===== config.mk =====
export PLATFORM = sky130hd
export DESIGN_NAME = sprite_line_collision_check
export DESIGN_NICKNAME = d
export VERILOG_FILES = /design/src/hdl/slcc_pkg.sv /design/src/hdl/slcc_front.sv /design/src/hdl/slcc_job_fifo.sv /design/src/hdl/slcc_back.sv /design/src/hdl/sprite_line_collision_check.sv
export VERILOG_INCLUDE_DIRS = /design/src /design/src/hdl
export SDC_FILE = /design/constraint.sdc
export NUM_CORES = 2
export LEC_CHECK = 0
export BUFFER_PORTS_ARGS = -buffer_cell sky130_fd_sc_hd__clkbuf_2
export CORE_MARGIN = 10
export CORE_UTILIZATION = 50
export CTS_CLUSTER_SIZE = 28
export DETAILED_ROUTE_END_ITERATION = 12
export PLACE_DENSITY = 0.67
export SETUP_SLACK_MARGIN = 0.05
export SKIP_CTS_REPAIR_TIMING = 1
export SLEW_MARGIN = 20
export SYNTH_ARGS = -nofsm -noshare
export SYNTH_HDL_FRONTEND = slang
export SYNTH_SLANG_ARGS = --single-unit

===== constraint.sdc =====
create_clock -name clk -period 5.23 [get_ports clk]
set_input_delay 1.569 -clock clk [delete_from_list [all_inputs] [get_ports clk]]
set_output_delay 1.569 -clock clk [all_outputs]
set_load 0.02 [all_outputs]

===== src/hdl/sprite_line_collision_check_assert.svh =====
// ---------------------------------------------------------------------------
// Sprite line collision check - assertion macros
// Concurrent checks sampled on clk and disabled while arst_n is low.
// ---------------------------------------------------------------------------
`ifndef SPRITE_LINE_COLLISION_CHECK_ASSERT_SVH
`define SPRITE_LINE_COLLISION_CHECK_ASSERT_SVH

// Consequent must hold in the same cycle as the antecedent
`define SLCC_ASSERT_SAME(lbl, ante, cons, msg) \
	lbl: assert property (@(posedge clk) disable iff (!arst_n) (ante) |-> (cons)) \
		else $error(msg);

// Consequent must hold in the cycle after the antecedent
`define SLCC_ASSERT_NEXT(lbl, ante, cons, msg) \
	lbl: assert property (@(posedge clk) disable iff (!arst_n) (ante) |=> (cons)) \
		else $error(msg);

`endif


===== src/hdl/slcc_pkg.sv =====
// ---------------------------------------------------------------------------
// Sprite line collision check - shared package
// Sprite entry layout, configuration bundle and the pixel-test helpers.
// ---------------------------------------------------------------------------
package slcc_pkg;

	localparam int LINE_W    = 9;
	localparam int X_W       = 9;
	localparam int ATTR_W    = 8;
	localparam int PATTERN_W = 32;

	localparam logic [ATTR_W-1:0] ATTR_COLOUR_MASK = 8'h0F;
	localparam logic [ATTR_W-1:0] ATTR_MODE2_MASK  = 8'h60;
	localparam logic [8:0]        HIT_X_OFFSET     = 9'd12;
	localparam logic [9:0]        HIT_Y_OFFSET     = 10'd8;

	// Configuration register indexes
	typedef enum logic [1:0] {
		CFG_TRANSPARENT = 2'd0,
		CFG_MODE_TWO    = 2'd1,
		CFG_LARGE       = 2'd2,
		CFG_MAGNIFIED   = 2'd3
	} cfg_index_t;

	typedef struct packed {
		logic transparent_collides;
		logic sprite_mode_two;
		logic large_sprites;
		logic magnified;
	} cfg_t;

	// One buffered sprite
	typedef struct packed {
		logic [ATTR_W-1:0]    attr;
		logic [X_W-1:0]       x;
		logic [PATTERN_W-1:0] pattern;
	} sprite_t;

	// Sprite joins the collision test
	function automatic logic takes_part(input cfg_t c, input logic [ATTR_W-1:0] attr);
		logic ok;
		ok = 1'b1;
		if (!c.transparent_collides && ((attr & ATTR_COLOUR_MASK) == '0))
			ok = 1'b0;
		if (c.sprite_mode_two && ((attr & ATTR_MODE2_MASK) != '0))
			ok = 1'b0;
		return ok;
	endfunction

	// Count of clear pixels left of the first set one (v nonzero)
	function automatic logic [4:0] lead_zeros(input logic [PATTERN_W-1:0] v);
		logic [4:0] n;
		n = '0;
		for (int k = 0; k < PATTERN_W; k++) begin
			if (v[k])
				n = 5'(PATTERN_W - 1 - k);
		end
		return n;
	endfunction

endpackage


===== src/hdl/slcc_front.sv =====
// ---------------------------------------------------------------------------
// Sprite line collision check - front end
// Accepts sprite beats, writes them into the current buffer bank and hands
// a check job for the line to the back end on the beat marked last.
// ---------------------------------------------------------------------------
module slcc_front #(
	parameter int MAX_SPRITES = 8,
	localparam int IW = $clog2(MAX_SPRITES),
	localparam int CW = $clog2(MAX_SPRITES + 1),
	localparam int JW = 1 + CW + slcc_pkg::LINE_W
) (
	input  logic                 clk,
	input  logic                 arst_n,
	input  logic                 s_tvalid,
	output logic                 s_tready,
	input  logic [63:0]          s_tdata,
	input  logic                 s_tlast,
	output logic                 wr_en,
	output logic [IW:0]          wr_addr,
	output slcc_pkg::sprite_t    wr_data,
	output logic                 job_valid,
	input  logic                 job_ready,
	output logic [JW-1:0]        job_data,
	input  logic                 done
);
	import slcc_pkg::*;

	localparam logic [1:0] PEND_MAX = 2'd2;

	logic          bank_q;
	logic [CW-1:0] count_q;
	logic [1:0]    pend_q;
	logic          accept;
	logic          room;
	logic [CW-1:0] count_next;

	// Two lines may be in flight, one per bank
	assign s_tready   = (pend_q != PEND_MAX) && job_ready;
	assign accept     = s_tvalid && s_tready;
	assign room       = count_q < CW'(MAX_SPRITES);
	assign count_next = room ? count_q + CW'(1) : count_q;

	// Buffer write, dropped once the bank is full
	assign wr_en           = accept && room;
	assign wr_addr         = {bank_q, count_q[IW-1:0]};
	assign wr_data.pattern = s_tdata[31:0];
	assign wr_data.x       = s_tdata[40:32];
	assign wr_data.attr    = s_tdata[48:41];

	// Job for the back end
	assign job_valid = accept && s_tlast;
	assign job_data  = {bank_q, count_next, s_tdata[57:49]};

	// Advance fill count, flip bank at end of line
	always_ff @(posedge clk or negedge arst_n) begin
		if (!arst_n) begin
			bank_q  <= 1'b0;
			count_q <= '0;
		end else if (accept) begin
			if (s_tlast) begin
				bank_q  <= ~bank_q;
				count_q <= '0;
			end else begin
				count_q <= count_next;
			end
		end
	end

	// Track lines handed over but not yet answered
	always_ff @(posedge clk or negedge arst_n) begin
		if (!arst_n) begin
			pend_q <= '0;
		end else begin
			case ({job_valid, done})
				2'b10:   pend_q <= pend_q + 2'd1;
				2'b01:   pend_q <= pend_q - 2'd1;
				default: pend_q <= pend_q;
			endcase
		end
	end

endmodule


===== src/hdl/slcc_job_fifo.sv =====
// ---------------------------------------------------------------------------
// Sprite line collision check - job queue
// Two-entry queue of line check jobs between the front and back ends.
// ---------------------------------------------------------------------------
module slcc_job_fifo #(
	parameter int WIDTH = 14
) (
	input  logic             clk,
	input  logic             arst_n,
	input  logic             push_valid,
	output logic             push_ready,
	input  logic [WIDTH-1:0] push_data,
	output logic             pop_valid,
	input  logic             pop_ready,
	output logic [WIDTH-1:0] pop_data
);
	logic [WIDTH-1:0] entry_q [2];
	logic             wr_ptr_q;
	logic             rd_ptr_q;
	logic [1:0]       fill_q;
	logic             do_push;
	logic             do_pop;

	assign push_ready = (fill_q != 2'd2);
	assign pop_valid  = (fill_q != 2'd0);
	assign pop_data   = entry_q[rd_ptr_q];
	assign do_push    = push_valid && push_ready;
	assign do_pop     = pop_valid && pop_ready;

	// Store job payload
	always_ff @(posedge clk) begin
		if (do_push)
			entry_q[wr_ptr_q] <= push_data;
	end

	// Advance pointers and fill level
	always_ff @(posedge clk or negedge arst_n) begin
		if (!arst_n) begin
			wr_ptr_q <= 1'b0;
			rd_ptr_q <= 1'b0;
			fill_q   <= '0;
		end else begin
			if (do_push)
				wr_ptr_q <= ~wr_ptr_q;
			if (do_pop)
				rd_ptr_q <= ~rd_ptr_q;
			case ({do_push, do_pop})
				2'b10:   fill_q <= fill_q + 2'd1;
				2'b01:   fill_q <= fill_q - 2'd1;
				default: fill_q <= fill_q;
			endcase
		end
	end

endmodule


===== src/hdl/slcc_back.sv =====
// ---------------------------------------------------------------------------
// Sprite line collision check - back end
// Holds the two-bank sprite memory, walks every sprite pair of a line one
// pair per cycle through a three-stage compare pipe and registers the result.
// ---------------------------------------------------------------------------
module slcc_back #(
	parameter int MAX_SPRITES = 8,
	localparam int IW = $clog2(MAX_SPRITES),
	localparam int CW = $clog2(MAX_SPRITES + 1),
	localparam int JW = 1 + CW + slcc_pkg::LINE_W
) (
	input  logic              clk,
	input  logic              arst_n,
	input  slcc_pkg::cfg_t    cfg,
	input  logic              wr_en,
	input  logic [IW:0]       wr_addr,
	input  slcc_pkg::sprite_t wr_data,
	input  logic              job_valid,
	output logic              job_ready,
	input  logic [JW-1:0]     job_data,
	output logic              done,
	output logic              m_tvalid,
	input  logic              m_tready,
	// m_tdata fields, low bit up: collided, hit_x[8:0], hit_y[9:0],
	// result_line[8:0], zero fill
	output logic [31:0]       m_tdata
);
	import slcc_pkg::*;

	typedef enum logic [1:0] {ST_IDLE, ST_RUN, ST_DRAIN} state_t;

	sprite_t              mem [2**(IW+1)];

	state_t               state_q;
	logic                 bank_q;
	logic [CW-1:0]        count_q;
	logic [LINE_W-1:0]    line_q;
	logic [IW-1:0]        i_q;
	logic [IW-1:0]        j_q;
	logic                 found_q;
	logic [8:0]           min_q;
	logic                 m_tvalid_q;
	logic [31:0]          m_tdata_q;

	logic                 job_bank;
	logic [CW-1:0]        job_count;
	logic [LINE_W-1:0]    job_line;
	logic                 issue;
	logic                 j_last;
	logic                 i_last;
	logic                 pipe_empty;
	logic                 out_free;

	sprite_t              spr_i_s1;
	sprite_t              spr_j_s1;
	logic                 v_s1;

	logic [31:0]          hit_s2;
	logic signed [9:0]    xi_s2;
	logic                 v_s2;

	logic signed [9:0]    xi;
	logic signed [9:0]    xj;
	logic signed [9:0]    x_gap;
	logic signed [9:0]    neg_x_gap;
	logic signed [9:0]    neg_xi;
	logic signed [9:0]    mag;
	logic                 in_range;
	logic [31:0]          shifted;
	logic [31:0]          vis_mask;
	logic [31:0]          hit;

	logic [4:0]           lz;
	logic signed [9:0]    xc;
	logic                 better;

	logic                 collided;
	logic [8:0]           hit_x;
	logic [9:0]           hit_y;

	assign job_bank  = job_data[JW-1];
	assign job_count = job_data[CW+LINE_W-1:LINE_W];
	assign job_line  = job_data[LINE_W-1:0];
	assign job_ready = (state_q == ST_IDLE);

	// Pair walk: i from 1 up, j below i
	assign issue      = (state_q == ST_RUN);
	assign j_last     = (({1'b0, j_q} + (IW+1)'(1)) == {1'b0, i_q});
	assign i_last     = ((CW'(i_q) + CW'(1)) == count_q);
	assign pipe_empty = !v_s1 && !v_s2;
	assign out_free   = !m_tvalid_q || m_tready;
	assign done       = (state_q == ST_DRAIN) && pipe_empty && out_free;

	// Sprite memory: one write port, two registered read ports
	always_ff @(posedge clk) begin
		if (wr_en)
			mem[wr_addr] <= wr_data;
		spr_i_s1 <= mem[{bank_q, i_q}];
		spr_j_s1 <= mem[{bank_q, j_q}];
	end

	// Stage 1: align the earlier sprite to the later one and clip
	always_comb begin
		xi        = 10'(signed'(spr_i_s1.x));
		xj        = 10'(signed'(spr_j_s1.x));
		x_gap     = xj - xi;
		neg_x_gap = -x_gap;
		neg_xi    = -xi;
		mag       = cfg.large_sprites ? (cfg.magnified ? 10'sd32 : 10'sd16)
		                              : (cfg.magnified ? 10'sd16 : 10'sd8);
		in_range  = (x_gap > -mag) && (x_gap < mag);
		if (x_gap < 0)
			shifted = spr_j_s1.pattern << neg_x_gap[4:0];
		else
			shifted = spr_j_s1.pattern >> x_gap[4:0];
		if (xi <= -10'sd32)
			vis_mask = '0;
		else if (xi < 0)
			vis_mask = 32'hFFFF_FFFF >> neg_xi[4:0];
		else
			vis_mask = 32'hFFFF_FFFF;
		if (in_range && takes_part(cfg, spr_i_s1.attr) && takes_part(cfg, spr_j_s1.attr))
			hit = spr_i_s1.pattern & shifted & vis_mask;
		else
			hit = '0;
	end

	always_ff @(posedge clk) begin
		hit_s2 <= hit;
		xi_s2  <= xi;
	end

	// Pipe valid bits
	always_ff @(posedge clk or negedge arst_n) begin
		if (!arst_n) begin
			v_s1 <= 1'b0;
			v_s2 <= 1'b0;
		end else begin
			v_s1 <= issue;
			v_s2 <= v_s1;
		end
	end

	// Stage 2: leftmost overlapping pixel of this pair
	assign lz     = lead_zeros(hit_s2);
	assign xc     = xi_s2 + signed'({5'b0, lz});
	assign better = v_s2 && (hit_s2 != '0) && (!found_q || (xc[8:0] < min_q));

	// Result fields
	assign collided = found_q && !min_q[8];
	assign hit_x    = collided ? min_q + HIT_X_OFFSET : '0;
	assign hit_y    = collided ? {1'b0, line_q} + HIT_Y_OFFSET : '0;

	// Sequencer, running minimum and output register
	always_ff @(posedge clk or negedge arst_n) begin
		if (!arst_n) begin
			state_q    <= ST_IDLE;
			bank_q     <= 1'b0;
			count_q    <= '0;
			line_q     <= '0;
			i_q        <= '0;
			j_q        <= '0;
			found_q    <= 1'b0;
			min_q      <= '0;
			m_tvalid_q <= 1'b0;
			m_tdata_q  <= '0;
		end else begin
			if (m_tready)
				m_tvalid_q <= 1'b0;
			if (better) begin
				found_q <= 1'b1;
				min_q   <= xc[8:0];
			end
			case (state_q)
				ST_IDLE: begin
					if (job_valid) begin
						bank_q  <= job_bank;
						count_q <= job_count;
						line_q  <= job_line;
						i_q     <= IW'(1);
						j_q     <= '0;
						found_q <= 1'b0;
						state_q <= (job_count >= CW'(2)) ? ST_RUN : ST_DRAIN;
					end
				end
				ST_RUN: begin
					if (!j_last) begin
						j_q <= j_q + IW'(1);
					end else if (!i_last) begin
						i_q <= i_q + IW'(1);
						j_q <= '0;
					end else begin
						state_q <= ST_DRAIN;
					end
				end
				ST_DRAIN: begin
					if (pipe_empty && out_free) begin
						m_tvalid_q <= 1'b1;
						m_tdata_q  <= {3'b0, line_q, hit_y, hit_x, collided};
						state_q    <= ST_IDLE;
					end
				end
				default: state_q <= ST_IDLE;
			endcase
		end
	end

	assign m_tvalid = m_tvalid_q;
	assign m_tdata  = m_tdata_q;

endmodule


===== src/hdl/sprite_line_collision_check.sv =====
// Sprite beats are taken one per cycle while the front is not stalled on two
// pending lines or a full job queue; two lines may be buffered at once. The
// back end tests one sprite pair per cycle on its shared compare pipe; a line
// with fewer than two sprites skips the pair walk and goes straight to drain.
// Reset clears the configuration, fill counts, queue and result register;
// the sprite memory is left as is and only entries of the current line are read.
// ---------------------------------------------------------------------------
// Sprite line collision check - top level
// Buffers the sprites of a scanline and reports the leftmost pixel where two
// visible sprites overlap.
// ---------------------------------------------------------------------------
module sprite_line_collision_check #(
	parameter int MAX_SPRITES = 8
) (
	input  logic        clk,
	input  logic        arst_n,
	input  logic        cfg_we,
	input  logic [1:0]  cfg_index,
	input  logic        cfg_data,
	input  logic        s_tvalid,
	output logic        s_tready,
	// s_tdata fields, low bit up: pattern_row[31:0], x_position[8:0],
	// colour_attribute[7:0], line_number[8:0], zero fill
	input  logic [63:0] s_tdata,
	input  logic        s_tlast,
	output logic        m_tvalid,
	input  logic        m_tready,
	// m_tdata fields, low bit up: collided, hit_x[8:0], hit_y[9:0],
	// result_line[8:0], zero fill
	output logic [31:0] m_tdata
);
	import slcc_pkg::*;

	localparam int IW = $clog2(MAX_SPRITES);
	localparam int CW = $clog2(MAX_SPRITES + 1);
	localparam int JW = 1 + CW + LINE_W;

	cfg_t          cfg_q;
	logic          wr_en;
	logic [IW:0]   wr_addr;
	sprite_t       wr_data;
	logic          job_push_valid;
	logic          job_push_ready;
	logic [JW-1:0] job_push_data;
	logic          job_pop_valid;
	logic          job_pop_ready;
	logic [JW-1:0] job_pop_data;
	logic          done;

	// Configuration registers
	always_ff @(posedge clk or negedge arst_n) begin
		if (!arst_n) begin
			cfg_q <= '0;
		end else if (cfg_we) begin
			case (cfg_index)
				CFG_TRANSPARENT: cfg_q.transparent_collides <= cfg_data;
				CFG_MODE_TWO:    cfg_q.sprite_mode_two      <= cfg_data;
				CFG_LARGE:       cfg_q.large_sprites        <= cfg_data;
				CFG_MAGNIFIED:   cfg_q.magnified            <= cfg_data;
				default:         cfg_q                      <= cfg_q;
			endcase
		end
	end

	slcc_front #(.MAX_SPRITES(MAX_SPRITES)) u_front (
		.clk       (clk),
		.arst_n    (arst_n),
		.s_tvalid  (s_tvalid),
		.s_tready  (s_tready),
		.s_tdata   (s_tdata),
		.s_tlast   (s_tlast),
		.wr_en     (wr_en),
		.wr_addr   (wr_addr),
		.wr_data   (wr_data),
		.job_valid (job_push_valid),
		.job_ready (job_push_ready),
		.job_data  (job_push_data),
		.done      (done)
	);

	slcc_job_fifo #(.WIDTH(JW)) u_job_fifo (
		.clk        (clk),
		.arst_n     (arst_n),
		.push_valid (job_push_valid),
		.push_ready (job_push_ready),
		.push_data  (job_push_data),
		.pop_valid  (job_pop_valid),
		.pop_ready  (job_pop_ready),
		.pop_data   (job_pop_data)
	);

	slcc_back #(.MAX_SPRITES(MAX_SPRITES)) u_back (
		.clk       (clk),
		.arst_n    (arst_n),
		.cfg       (cfg_q),
		.wr_en     (wr_en),
		.wr_addr   (wr_addr),
		.wr_data   (wr_data),
		.job_valid (job_pop_valid),
		.job_ready (job_pop_ready),
		.job_data  (job_pop_data),
		.done      (done),
		.m_tvalid  (m_tvalid),
		.m_tready  (m_tready),
		.m_tdata   (m_tdata)
	);

	`include "sprite_line_collision_check_assert.svh"

	// A line job never meets a full queue
	`SLCC_ASSERT_SAME(a_job_fits, job_push_valid, job_push_ready, "job queue overflow")
	// Front stops taking sprites while the queue is full
	`SLCC_ASSERT_SAME(a_stall_on_full, s_tready, job_push_ready, "beat taken with full queue")
	// A finished check shows up on the output in the next cycle
	`SLCC_ASSERT_NEXT(a_done_shows, done, m_tvalid, "finished line not presented")

endmodule


==> flow_summary.json <==
{
  "max_freq_mhz": 217,
  "tns_ps": 0,
  "period_share_pct": 87.9,
  "vias_per_cell": 6.49,
  "syn_to_final_growth_pct": 12.6,
  "yosys_warnings": 0,
  "synth-main-ff-cell": "edfxtp_1",
  "hold_violations": 0,
  "min_from": "u_back.spr_i_s1[37]",
  "rsz0062_at_grt": "no",
  "drt_iter0_drc": 3056,
  "num_rows": 112,
  "clock_latency_ps": 710,
  "drc": 0,
  "crit_path_start_kind": "flip-flop",
  "yosysSeqAreaShare_pct": 60.1,
  "critPathKind": "flip-flop to flip-flop",
  "reg2reg_from": "u_back.spr_i_s1[32]",
  "tritoncts": "built",
  "required_ps": 5780,
  "wl_per_cell_um": 29.9,
  "clock_path_buffers": 3,
  "path_clk_slew_ps": 60,
  "relSlewSlack_pct": 20.0,
  "wirelength_um": 131000,
  "max-cap-violations": 0,
  "finalSetupViolations": 0,
  "num_io_pins": 107,
  "grt_pass1_wl_um": 194000,
  "r2r_slack_ps": 630,
  "grt_antenna_before_repair": 18,
  "first_pass_iters": 5,
  "syn_area_um2": 46800,
  "crit_arrival_ps": 5150,
  "worst_setup_path_end_kind": "flip-flop",
  "synth_cell_types": 83,
  "hold_class": "flip-flop to flip-flop",
  "vias": 28600,
  "grt_max_degree": 101,
  "dieArea_um2": 106000,
  "synth_area_per_cell_um2": 15.8,
  "period_minus_slack_ps": 4600,
  "cts.sinks": 994,
  "core_area_um2": 93000,
  "initial_utilization_pct": 50.3,
  "dp_hpwl_um": 81000,
  "final_util_pct": 56.6,
  "status": "complete, no violations",
  "grt-ovfl-total": 0,
  "async_flop_share_pct": 7.95,
  "nNetsFinal": 3178,
  "grt_usage_pct": 24.4,
  "synth_edf_count": 780,
  "numCtsBuffers": 103,
  "gp_congestion": 0.995,
  "die_h_um": 326,
  "fin_hold_ws_ps": 408,
  "portBuffers": 95,
  "n_fill_cell": 7160,
  "root_buffer": "clkbuf_16",
  "cts-htree-levels": 3,
  "layout-drive-gt1-share_pct": 26.2,
  "ant_nets": 0,
  "synthCells": 2964,
  "drv_slew": 0,
  "critPathMaxFanout": 18,
  "ys_seq_elements": 994,
  "grt_pass1_vias": 29000,
  "tightestPinTransition_ps": 1170,
  "skew_ps": 29.1,
  "die_x_um": 326,
  "worstSetupStartpoint": "u_back.spr_i_s1[32]"
}
## sequential cells by signal, indices dropped and copies added, names as in the netlist, 2 cells and up
register / flops
u_job_fifo.entry_q: 28
u_back.spr_i_s1: 47
u_back.i_q: 3
u_back.xi_s2: 9
u_back.m_tdata: 29
u_back.min_q: 9
u_back.count_q: 4
cfg_q: 4
u_back.hit_s2: 32
u_job_fifo.fill_q: 2
u_back.spr_j_s1: 47
u_back.mem: 752
u_back.j_q: 3
u_back.state_q: 2
u_front.count_q: 4
u_back.line_q: 9
u_front.pend_q: 2
## area by class of cell
class | instances | area, um2 | share of cell area (%)
Antenna cell | 2 | 5.00 | 0.00950
Clock buffer | 157 | 3050 | 5.80
Clock inverter | 38 | 422 | 0.800
Inverter | 55 | 206 | 0.392
Multi-Input combinational cell | 1727 | 17900 | 34.0
Sequential cell | 994 | 28100 | 53.4
Tap cell | 1254 | 1570 | 2.98
Timing Repair Buffer | 173 | 1380 | 2.62
## kinds of logic (layout without fill, tap and decap cells)
kind of cell | count (synthesis) | in the layout | share of synthesized area [%]
flops | 994 | 994 | 60.1
mux | 681 | 681 | 24.2
compound gates | 477 | 477 | 6.72
simple gates | 464 | 464 | 4.58
buf+inv | 247 | 423 | 2.06
fa+ha+maj | 51 | 51 | 1.40
xor+xnor | 49 | 49 | 1.01
other cells | 1 | 7 | 0.00801
## critical path, cell delays in order (launching register included)
cell	delay [ps]
dfxtp_1	470
ha_2	230
inv_1	50
fa_1	520
a211oi_2	370
nor2_1	130
xnor2_2	140
buf_4	180
inv_2	280
ha_1	300
nor2b_1	120
o21ai_0	180
nand2b_1	80
o41a_1	340
or3_1	400
buf_4	240
nor4b_2	440
## layer usage
layer | GRT usage (%) | share of wire [%]
met3 | 4.06 | 7.5
met5 | 0 | 0.067
met1 | 33.2 | 41
met4 | 8.62 | 3.1
met2 | 39.6 | 49
## cells in the mapped netlist, types with 50 or more instances
cell type	number	area, um2
a221oi_1	50	438
dfxtp_1	135	2700
mux4_2	351	7910
inv_1	51	191
a21oi_1	83	415
nor2_1	77	289
mux2_2	79	890
edfxtp_1	780	23400
dfrtp_1	79	1980
o21ai_0	173	866
clkbuf_1	128	480
mux2i_1	251	2510
nand2_1	236	886
## cell usage in the layout (no fill, tap or decap), types with 7 or more instances in the layout
cell type | Yosys | final
or3_1 | 7 | 7
nor4_1 | 12 | 12
inv_1 | 51 | 51
dfrtp_1 | 79 | 72
nor3_1 | 24 | 20
clkbuf_1 | 128 | 30
nand4_1 | 8 | 8
clkbuf_8 | 0 | 21
a22o_1 | 7 | 7
nand3_1 | 26 | 26
a221oi_1 | 50 | 50
clkinv_2 | 0 | 16
buf_12 | 0 | 25
nor2b_1 | 15 | 14
xnor2_1 | 30 | 29
nor2_1 | 77 | 64
clkbuf_16 | 0 | 106
nor2_4 | 0 | 12
and2_1 | 8 | 7
o21ai_0 | 173 | 173
o21a_1 | 7 | 7
mux4_2 | 351 | 351
a21oi_1 | 83 | 83
dfxtp_1 | 135 | 135
nand2b_1 | 18 | 18
o211ai_1 | 13 | 13
a211oi_1 | 7 | 7
clkbuf_2 | 0 | 94
xor2_1 | 13 | 13
buf_4 | 4 | 53
ha_1 | 49 | 48
a22oi_1 | 49 | 49
o2111a_1 | 8 | 8
nand2_1 | 236 | 235
mux2i_1 | 251 | 251
mux2_2 | 79 | 79
edfxtp_1 | 780 | 780
## final timing paths
| path | to | cells after the start |
|---|---|---|
| max | u_back.hit_s2[12] | 16 |
| max reg2reg | u_back.hit_s2[12] | 16 |
| min reg2reg | u_back.xi_s2[5] | 0 |
| max in group asynchronous | u_back.i_q[2] | 1 |
| min | u_back.xi_s2[5] | 0 |
| min in group asynchronous | cfg_q[0] | 1 |
## stage by stage
stage / cell area (um2) / worst slack [ps] / std cells
2_1_floorplan: 46800 / 759 / 2968
3_3_place_gp: 49200 / 717 / 4203
3_5_place_dp: 49200 / 753 / 4203
4_1_cts: 52700 / 700 / 4398
5_1_grt: 52700 / 305 / 4400
6_report: 52700 / 632 / 4400
Power is not shown: default switching activity piles up to over one toggle a cycle in this logic, so the estimate is an artifact.
